[config.mk]
export PLATFORM = sky130hd
export DESIGN_NAME = infix_to_postfix_converter_unit
export DESIGN_NICKNAME = d
export VERILOG_FILES = /design/src/rtl/i2p_pkg.sv /design/src/rtl/i2p_out_stage.sv /design/src/rtl/infix_to_postfix_converter_unit.sv
export SDC_FILE = /design/constraint.sdc
export NUM_CORES = 1
export LEC_CHECK = 0
export ABC_AREA = 1
export BUFFER_PORTS_ARGS = -buffer_cell sky130_fd_sc_hd__buf_2
export CAP_MARGIN = 20
export CORE_MARGIN = 2
export CORE_UTILIZATION = 34
export CTS_CLUSTER_DIAMETER = 200
export DETAILED_ROUTE_END_ITERATION = 8
export MAX_ROUTING_LAYER = met4
export PLACE_DENSITY = 0.5
export SYNTH_ARGS = -nofsm -noshare
export SYNTH_HDL_FRONTEND = slang
export SYNTH_SLANG_ARGS = --single-unit
[constraint.sdc]
create_clock -name aclk -period 8.8 [get_ports aclk]
set_input_delay 0.44 -clock aclk [delete_from_list [all_inputs] [get_ports aclk]]
set_output_delay 0.44 -clock aclk [all_outputs]
set_load 0.05 [all_outputs]
[src/rtl/i2p_pkg.sv]
`default_nettype none
package i2p_pkg;

    localparam int STACK_DEPTH_DEFAULT = 32;
    localparam int SYM_W = 8;

    localparam logic [1:0] ERR_NONE      = 2'd0;
    localparam logic [1:0] ERR_OVERFLOW  = 2'd1;
    localparam logic [1:0] ERR_UNMATCHED = 2'd2;
    localparam logic [1:0] ERR_UNCLOSED  = 2'd3;

    typedef enum logic [2:0] {
        OP_NONE  = 3'd0,
        OP_ADD   = 3'd1,
        OP_SUB   = 3'd2,
        OP_MUL   = 3'd3,
        OP_DIV   = 3'd4,
        OP_OPEN  = 3'd5,
        OP_CLOSE = 3'd6
    } op_t;

    typedef struct packed {
        logic [SYM_W-1:0] symbol;
        logic             end_of_expr;
    } in_item_t;

    typedef struct packed {
        logic [SYM_W-1:0] out_symbol;
        logic             symbol_valid;
        logic             last;
        logic [1:0]       error_code;
    } out_item_t;

    // request from the sequencer to the output stage
    typedef struct packed {
        logic             push;
        logic             drain;
        logic             finish;
        logic [SYM_W-1:0] symbol;
        logic             symbol_valid;
        logic [1:0]       error_code;
    } ob_ctl_t;

    typedef struct packed {
        logic emit_ok;
        logic out_free;
    } ob_sts_t;

    function automatic op_t classify(input logic [SYM_W-1:0] ch);
        op_t op;
        unique case (ch)
            8'h2B:   op = OP_ADD;
            8'h2D:   op = OP_SUB;
            8'h2A:   op = OP_MUL;
            8'h2F:   op = OP_DIV;
            8'h28:   op = OP_OPEN;
            8'h29:   op = OP_CLOSE;
            default: op = OP_NONE;
        endcase
        return op;
    endfunction

    function automatic logic op_prio(input op_t op);
        return (op == OP_MUL) || (op == OP_DIV);
    endfunction

    function automatic logic [SYM_W-1:0] op_char(input op_t op);
        logic [SYM_W-1:0] ch;
        unique case (op)
            OP_ADD:   ch = 8'h2B;
            OP_SUB:   ch = 8'h2D;
            OP_MUL:   ch = 8'h2A;
            OP_DIV:   ch = 8'h2F;
            OP_OPEN:  ch = 8'h28;
            OP_CLOSE: ch = 8'h29;
            default:  ch = 8'h00;
        endcase
        return ch;
    endfunction

endpackage
`default_nettype wire

[src/rtl/i2p_out_stage.sv]
`default_nettype none
module i2p_out_stage (
    input  wire logic               aclk,
    input  wire logic               aresetn,
    input  wire i2p_pkg::ob_ctl_t   ctl,
    output i2p_pkg::ob_sts_t        sts,
    output i2p_pkg::out_item_t      m_item,
    output logic                    m_valid,
    input  wire logic               m_ready
);

    logic [i2p_pkg::SYM_W-1:0] pend_sym_reg, pend_sym_next;
    logic                      pend_sv_reg, pend_sv_next;
    logic                      pend_valid_reg, pend_valid_next;
    i2p_pkg::out_item_t        out_item_reg, out_item_next;
    logic                      m_valid_reg, m_valid_next;
    logic                      out_free;
    logic                      emit_ok;

    assign out_free = !m_valid_reg || m_ready;
    assign emit_ok  = !pend_valid_reg || out_free;

    always_comb begin
        pend_sym_next   = pend_sym_reg;
        pend_sv_next    = pend_sv_reg;
        pend_valid_next = pend_valid_reg;
        out_item_next   = out_item_reg;
        m_valid_next    = m_valid_reg && !m_ready;
        if (ctl.push && emit_ok) begin
            if (pend_valid_reg) begin
                out_item_next = '{out_symbol: pend_sym_reg, symbol_valid: pend_sv_reg,
                                  last: 1'b0, error_code: i2p_pkg::ERR_NONE};
                m_valid_next  = 1'b1;
            end
            pend_valid_next = 1'b1;
            pend_sym_next   = ctl.symbol;
            pend_sv_next    = ctl.symbol_valid;
        end else if (ctl.drain && pend_valid_reg && out_free) begin
            out_item_next   = '{out_symbol: pend_sym_reg, symbol_valid: pend_sv_reg,
                                last: 1'b0, error_code: i2p_pkg::ERR_NONE};
            m_valid_next    = 1'b1;
            pend_valid_next = 1'b0;
        end else if (ctl.finish && out_free) begin
            // final result of an expression carries last and the error
            out_item_next   = '{out_symbol: pend_sym_reg, symbol_valid: pend_sv_reg,
                                last: 1'b1, error_code: ctl.error_code};
            m_valid_next    = 1'b1;
            pend_valid_next = 1'b0;
        end
    end

    always_ff @(posedge aclk) begin
        if (!aresetn) begin
            pend_valid_reg <= 1'b0;
            m_valid_reg    <= 1'b0;
        end else begin
            pend_valid_reg <= pend_valid_next;
            m_valid_reg    <= m_valid_next;
        end
        pend_sym_reg <= pend_sym_next;
        pend_sv_reg  <= pend_sv_next;
        out_item_reg <= out_item_next;
    end

    assign sts.emit_ok  = emit_ok;
    assign sts.out_free = out_free;
    assign m_item       = out_item_reg;
    assign m_valid      = m_valid_reg;

endmodule
`default_nettype wire

[src/rtl/infix_to_postfix_converter_unit.sv]
`default_nettype none
// an operand is accepted in S_IDLE and emitted from S_EXEC; an operator stays in S_EXEC while it pops stacked operators
// an end item then passes through S_FLOAD, S_FLUSH (one stacked entry flushed per step) and S_LAST for the final result
// each pop is one read of the stack memory (registered synchronous read)
// a result reaches m_valid through a pending stage
// reset clears stack count, error state and handshake registers; the stack memory is not cleared
module infix_to_postfix_converter_unit #(
    parameter int STACK_DEPTH = i2p_pkg::STACK_DEPTH_DEFAULT
) (
    input  wire logic                aclk,
    input  wire logic                aresetn,
    input  wire logic                s_valid,
    output logic                     s_ready,
    input  wire i2p_pkg::in_item_t   s_item,
    output logic                     m_valid,
    input  wire logic                m_ready,
    output i2p_pkg::out_item_t       m_item
);

    localparam int AW = (STACK_DEPTH > 1) ? $clog2(STACK_DEPTH) : 1;
    localparam int CW = $clog2(STACK_DEPTH + 1);

    typedef enum logic [2:0] {
        S_IDLE,
        S_EXEC,
        S_FLOAD,
        S_FLUSH,
        S_LAST
    } state_t;

    state_t                    state_reg, state_next;
    logic [i2p_pkg::SYM_W-1:0] sym_reg, sym_next;
    logic                      end_reg, end_next;
    i2p_pkg::op_t              op_reg, op_next;
    logic [CW-1:0]             count_reg, count_next;
    logic [1:0]                err_reg, err_next;
    logic                      step_emit_reg, step_emit_next;

    logic [2:0]                stack_mem [STACK_DEPTH];
    logic [2:0]                rd_data_reg;
    logic [AW-1:0]             mem_raddr;
    logic [CW-1:0]             rd_idx;
    logic                      wr_en;
    logic                      pop;

    i2p_pkg::ob_ctl_t          ob_ctl;
    i2p_pkg::ob_sts_t          ob_sts;

    i2p_pkg::op_t              top_op;
    logic                      have;
    logic                      full;
    logic                      top_open;
    state_t                    after_step;

    assign top_op     = i2p_pkg::op_t'(rd_data_reg);
    assign have       = count_reg != '0;
    assign full       = count_reg == CW'(STACK_DEPTH);
    assign top_open   = top_op == i2p_pkg::OP_OPEN;
    assign after_step = end_reg ? S_FLOAD : S_IDLE;
    assign s_ready    = state_reg == S_IDLE;

    always_comb begin
        state_next     = state_reg;
        sym_next       = sym_reg;
        end_next       = end_reg;
        op_next        = op_reg;
        count_next     = count_reg;
        err_next       = err_reg;
        step_emit_next = step_emit_reg;
        pop            = 1'b0;
        wr_en          = 1'b0;
        ob_ctl         = '0;

        unique case (state_reg)
            S_IDLE: begin
                ob_ctl.drain = 1'b1;
                if (s_valid) begin
                    sym_next       = s_item.symbol;
                    end_next       = s_item.end_of_expr;
                    op_next        = i2p_pkg::classify(s_item.symbol);
                    step_emit_next = 1'b0;
                    state_next     = S_EXEC;
                end
            end
            S_EXEC: begin
                case (op_reg) inside
                    i2p_pkg::OP_NONE: begin
                        ob_ctl.push         = 1'b1;
                        ob_ctl.symbol       = sym_reg;
                        ob_ctl.symbol_valid = 1'b1;
                        if (ob_sts.emit_ok) begin
                            step_emit_next = 1'b1;
                            state_next     = after_step;
                        end
                    end
                    i2p_pkg::OP_OPEN: begin
                        if (full) begin
                            if (err_reg == i2p_pkg::ERR_NONE) err_next = i2p_pkg::ERR_OVERFLOW;
                        end else begin
                            wr_en      = 1'b1;
                            count_next = count_reg + 1'b1;
                        end
                        state_next = after_step;
                    end
                    i2p_pkg::OP_CLOSE: begin
                        if (!have) begin
                            if (err_reg == i2p_pkg::ERR_NONE) err_next = i2p_pkg::ERR_UNMATCHED;
                            state_next = after_step;
                        end else if (top_open) begin
                            pop        = 1'b1;
                            count_next = count_reg - 1'b1;
                            state_next = after_step;
                        end else begin
                            ob_ctl.push         = 1'b1;
                            ob_ctl.symbol       = i2p_pkg::op_char(top_op);
                            ob_ctl.symbol_valid = 1'b1;
                            if (ob_sts.emit_ok) begin
                                pop            = 1'b1;
                                count_next     = count_reg - 1'b1;
                                step_emit_next = 1'b1;
                            end
                        end
                    end
                    i2p_pkg::OP_ADD, i2p_pkg::OP_SUB, i2p_pkg::OP_MUL, i2p_pkg::OP_DIV: begin
                        if (have && !top_open &&
                            (i2p_pkg::op_prio(top_op) >= i2p_pkg::op_prio(op_reg))) begin
                            ob_ctl.push         = 1'b1;
                            ob_ctl.symbol       = i2p_pkg::op_char(top_op);
                            ob_ctl.symbol_valid = 1'b1;
                            if (ob_sts.emit_ok) begin
                                pop            = 1'b1;
                                count_next     = count_reg - 1'b1;
                                step_emit_next = 1'b1;
                            end
                        end else begin
                            if (full) begin
                                if (err_reg == i2p_pkg::ERR_NONE) begin
                                    err_next = i2p_pkg::ERR_OVERFLOW;
                                end
                            end else begin
                                wr_en      = 1'b1;
                                count_next = count_reg + 1'b1;
                            end
                            state_next = after_step;
                        end
                    end
                    default: state_next = after_step;
                endcase
            end
            S_FLOAD: begin
                state_next = S_FLUSH;
            end
            S_FLUSH: begin
                if (!have) begin
                    state_next = S_LAST;
                end else if (top_open) begin
                    pop        = 1'b1;
                    count_next = count_reg - 1'b1;
                    if (err_reg == i2p_pkg::ERR_NONE) err_next = i2p_pkg::ERR_UNCLOSED;
                end else begin
                    ob_ctl.push         = 1'b1;
                    ob_ctl.symbol       = i2p_pkg::op_char(top_op);
                    ob_ctl.symbol_valid = 1'b1;
                    if (ob_sts.emit_ok) begin
                        pop            = 1'b1;
                        count_next     = count_reg - 1'b1;
                        step_emit_next = 1'b1;
                    end
                end
            end
            S_LAST: begin
                if (!step_emit_reg) begin
                    // bare end marker
                    ob_ctl.push = 1'b1;
                    if (ob_sts.emit_ok) step_emit_next = 1'b1;
                end else begin
                    ob_ctl.finish     = 1'b1;
                    ob_ctl.error_code = err_reg;
                    if (ob_sts.out_free) begin
                        err_next   = i2p_pkg::ERR_NONE;
                        count_next = '0;
                        state_next = S_IDLE;
                    end
                end
            end
            default: state_next = S_IDLE;
        endcase
    end

    // read the entry below the top when popping, the top otherwise
    assign rd_idx    = count_reg - (pop ? CW'(2) : CW'(1));
    assign mem_raddr = rd_idx[AW-1:0];

    always_ff @(posedge aclk) begin
        if (wr_en) begin
            stack_mem[count_reg[AW-1:0]] <= op_reg;
        end
        rd_data_reg <= stack_mem[mem_raddr];
    end

    always_ff @(posedge aclk) begin
        if (!aresetn) begin
            state_reg     <= S_IDLE;
            count_reg     <= '0;
            err_reg       <= i2p_pkg::ERR_NONE;
            step_emit_reg <= 1'b0;
        end else begin
            state_reg     <= state_next;
            count_reg     <= count_next;
            err_reg       <= err_next;
            step_emit_reg <= step_emit_next;
            sym_reg       <= sym_next;
            end_reg       <= end_next;
            op_reg        <= op_next;
        end
    end

    i2p_out_stage u_out_stage (
        .aclk    (aclk),
        .aresetn (aresetn),
        .ctl     (ob_ctl),
        .sts     (ob_sts),
        .m_item  (m_item),
        .m_valid (m_valid),
        .m_ready (m_ready)
    );

endmodule
`default_nettype wire

==> run metrics <==
status=finished clean; Cell Chain, Critical Path=inv_1, ha_1, nand3_1, nand2_1, nor2_1, a21oi_1, a21oi_1, a21oi_1, ha_1, buf_4, inv_1, o21ai_0, o211ai_1, o211ai_1, o21ai_1, nand2_1, nand2_1; # setup viols final=0; antenna violations before repair=0; Post-synth top flop=edfxtp_1; CTS root buffer=clkbuf_16; number of synthesized flops with an enable pin=129; Worst Hold Class=primary input to flop; slowest cell on the critical path=inv_1; Critical R2R Launch=count_reg[1]; number of hold violations in the final report=0; MaxCap Viol Count=0; Largest register FFs=96; first-pass GRT wire length=27,800 um; Starting DRT DRC Count=410; top cell type's share of synthesized area=55.0%; r2r endpoint=rd_data_reg[2]; max incr delay on CP=0.59 ns; Starting Density=34.7%; core area=0.0203 mm2; average wire per standard cell=17.1 um; # port buffers=26; cts hold-fix bufs=0; Worst setup SP type=flop; Leak Pwr=3.06 nW; Post-Syn Nets=722; gr ovfl total=0; total routed wirelength=17,300 um; Layout fillers=1,994; syn_area_per_cell=10.0 um2; Warnings, synthesis=0; P&R area growth vs syn=14.1%; Die Ht=148 um; Max VDD drop=0.197 mV; Syn Std Cell Area=0.00705 mm2; post-DP HPWL=11,700 um; DRC=0; most common cell in the netlist=edfxtp_1; CTS tree=done; Crit. End Element=flop; # Post-CTS Setup Buffers=0; CTS Buffer Depth=2; worst setup path class=flop to flop; crit path from=count_reg[1]; Clk pin slew, worst setup/hold paths=0.07 ns; Die Area=0.0219 mm2; # H-tree levels=4; Reg2Reg Depth=17; router iterations before antenna repair=5; Ports=27; RePlAce Congestion=0.894; worst slew pin tran=1.00 ns; total CTS buffers=17; vias per std cell=5.07; chip width=148 um; Critical Path RT=9.14 ns; Multi-input gate area=0.00247 mm2; RSZ-0062 raised after global routing=no; largest net degree at the start of global routing=50; top cells by count, synth=edfxtp_1, nand2_1, nor2_1; ys async rst share=0%; std cell rows=52; Ant. Diodes=0; Fin Setup TNS=0 ns; CP Capture Point=rd_data_reg[2]; post-synth cell types=47; Synth area leaders=edfxtp_1, nand2_1, nor2_1, dfxtp_1, o21ai_0; r2r setup slk=4.23 ns; critical path arrival=4.91 ns; FF/Latch Area=0.00421 mm2; vias in the first global route=5,160; Yosys reg bits=146; clk_lat worst skew=0.44 ns; nets=749; clk_skew=0.0149 ns; Seq/Total Area, Yosys=59.8%; Final period util=51.9%; min Tclk post-route=4.57 ns; GRT Util Overall=16.9%; post-CTS resize count=0; Antenna Nets Post-Route=0; crit path max fanout=49; share of cells above drive strength 1=12.7%; cell taking the most area after synthesis=edfxtp_1; Max-slew headroom=33.1%; Post-Route Utilization=39.6%; pwr dens=399 mW/mm2; clock sink count=146; Pins Over Slew Limit=0; Synth Instances=702; vias post-DR=5,129; highest clock rate=0.219 GHz
==> power breakdown <==
part / leakage, nW / internal, mW / switching [mW] / total (mW)
combinational: 1.46 / 0.489 / 1.07 / 1.56
clock: 0.289 / 0.402 / 0.321 / 0.723
sequential: 1.31 / 0.849 / 0.0790 / 0.928
==> kinds of logic after synthesis <==
group                      synth area share (%)
buffers and inverters                      5.11
DFF                                        59.8
adders and majority gates                  1.35
AOI/OAI and AO/OA                          11.1
muxes                                      2.27
and+or+nand+nor                            19.0
xor gates and xnor gates                   1.38
==> area by class of cell <==
cell class,instances,share of cell area (%)
sequential,146,52.4
multi-input combinational,466,30.8
tap,270,4.20
clock buffer,17,5.29
timing repair buffer,31,2.08
clock inverter,15,2.08
inverter,67,3.16
==> worst max-delay path: cells and delay by family (launching register included) <==
kind            cells  cell delay, ns
simple gates        5            0.93
fa+ha+maj           2            0.60
flops               1            0.54
compound gates      7            1.06
buf+inv             3            1.26
==> per-layer routing <==
| metal | vias up | track usage (%) | share of wire (%) |
|---|---|---|---|
| met5 | - | - | 0 |
| li1 | 2511 | - | - |
| met3 | 17 | 3.06 | 3.8 |
| met2 | 108 | 27.3 | 49 |
| met4 | 0 | 4.43 | 1.1 |
| met1 | 2493 | 22.1 | 46 |
==> per-stage QoR <==
| stage | setup slack, ns | hold slack (ns) | instance area, um2 | total power, mW | instances |
|---|---|---|---|---|---|
| 6_report | 4.23 | 0.182 | 8040 | 3.21 | 1012 |
| 5_1_grt | 3.75 | 0.171 | 8040 | 3.45 | 1012 |
| 4_1_cts | 4.27 | 0.168 | 8040 | 3.21 | 1012 |
| 3_5_place_dp | 4.27 | 0.409 | 7450 | 2.48 | 980 |
| 3_3_place_gp | 4.29 | 0.409 | 7450 | 2.49 | 980 |
| 2_1_floorplan | 5.19 | 0.400 | 7050 | 2.12 | 702 |
==> how the worst min path moves through the flow <==
stage	startpoint	endpoint	slack, ns	cells after the start
final	s_item[0]	end_reg	0.18	1
after detailed placement	u_out_stage.pend_sym_reg[3]	u_out_stage.m_item[7]	0.41	0
after global placement	u_out_stage.pend_sym_reg[7]	u_out_stage.m_item[11]	0.41	0
after global routing	s_item[0]	end_reg	0.17	1
after CTS	s_item[0]	end_reg	0.17	1
after floorplan	u_out_stage.pend_sym_reg[6]	u_out_stage.m_item[10]	0.40	0
==> placed cells by master, fill, tap and decap left out, types with 10 or more instances in the layout <==
cell       netlist  routed
dfxtp_1         17      17
a21oi_1         22      22
o221ai_1        15      15
buf_2           10      26
mux2i_1         16      16
edfxtp_1       129     129
clkbuf_16        0      17
o211ai_1        10      10
nand3_1         38      38
nand2_1        121     121
o21ai_0         56      56
inv_1           57      57
nor2_1         113     113
Power figures use the tool's default switching activity.
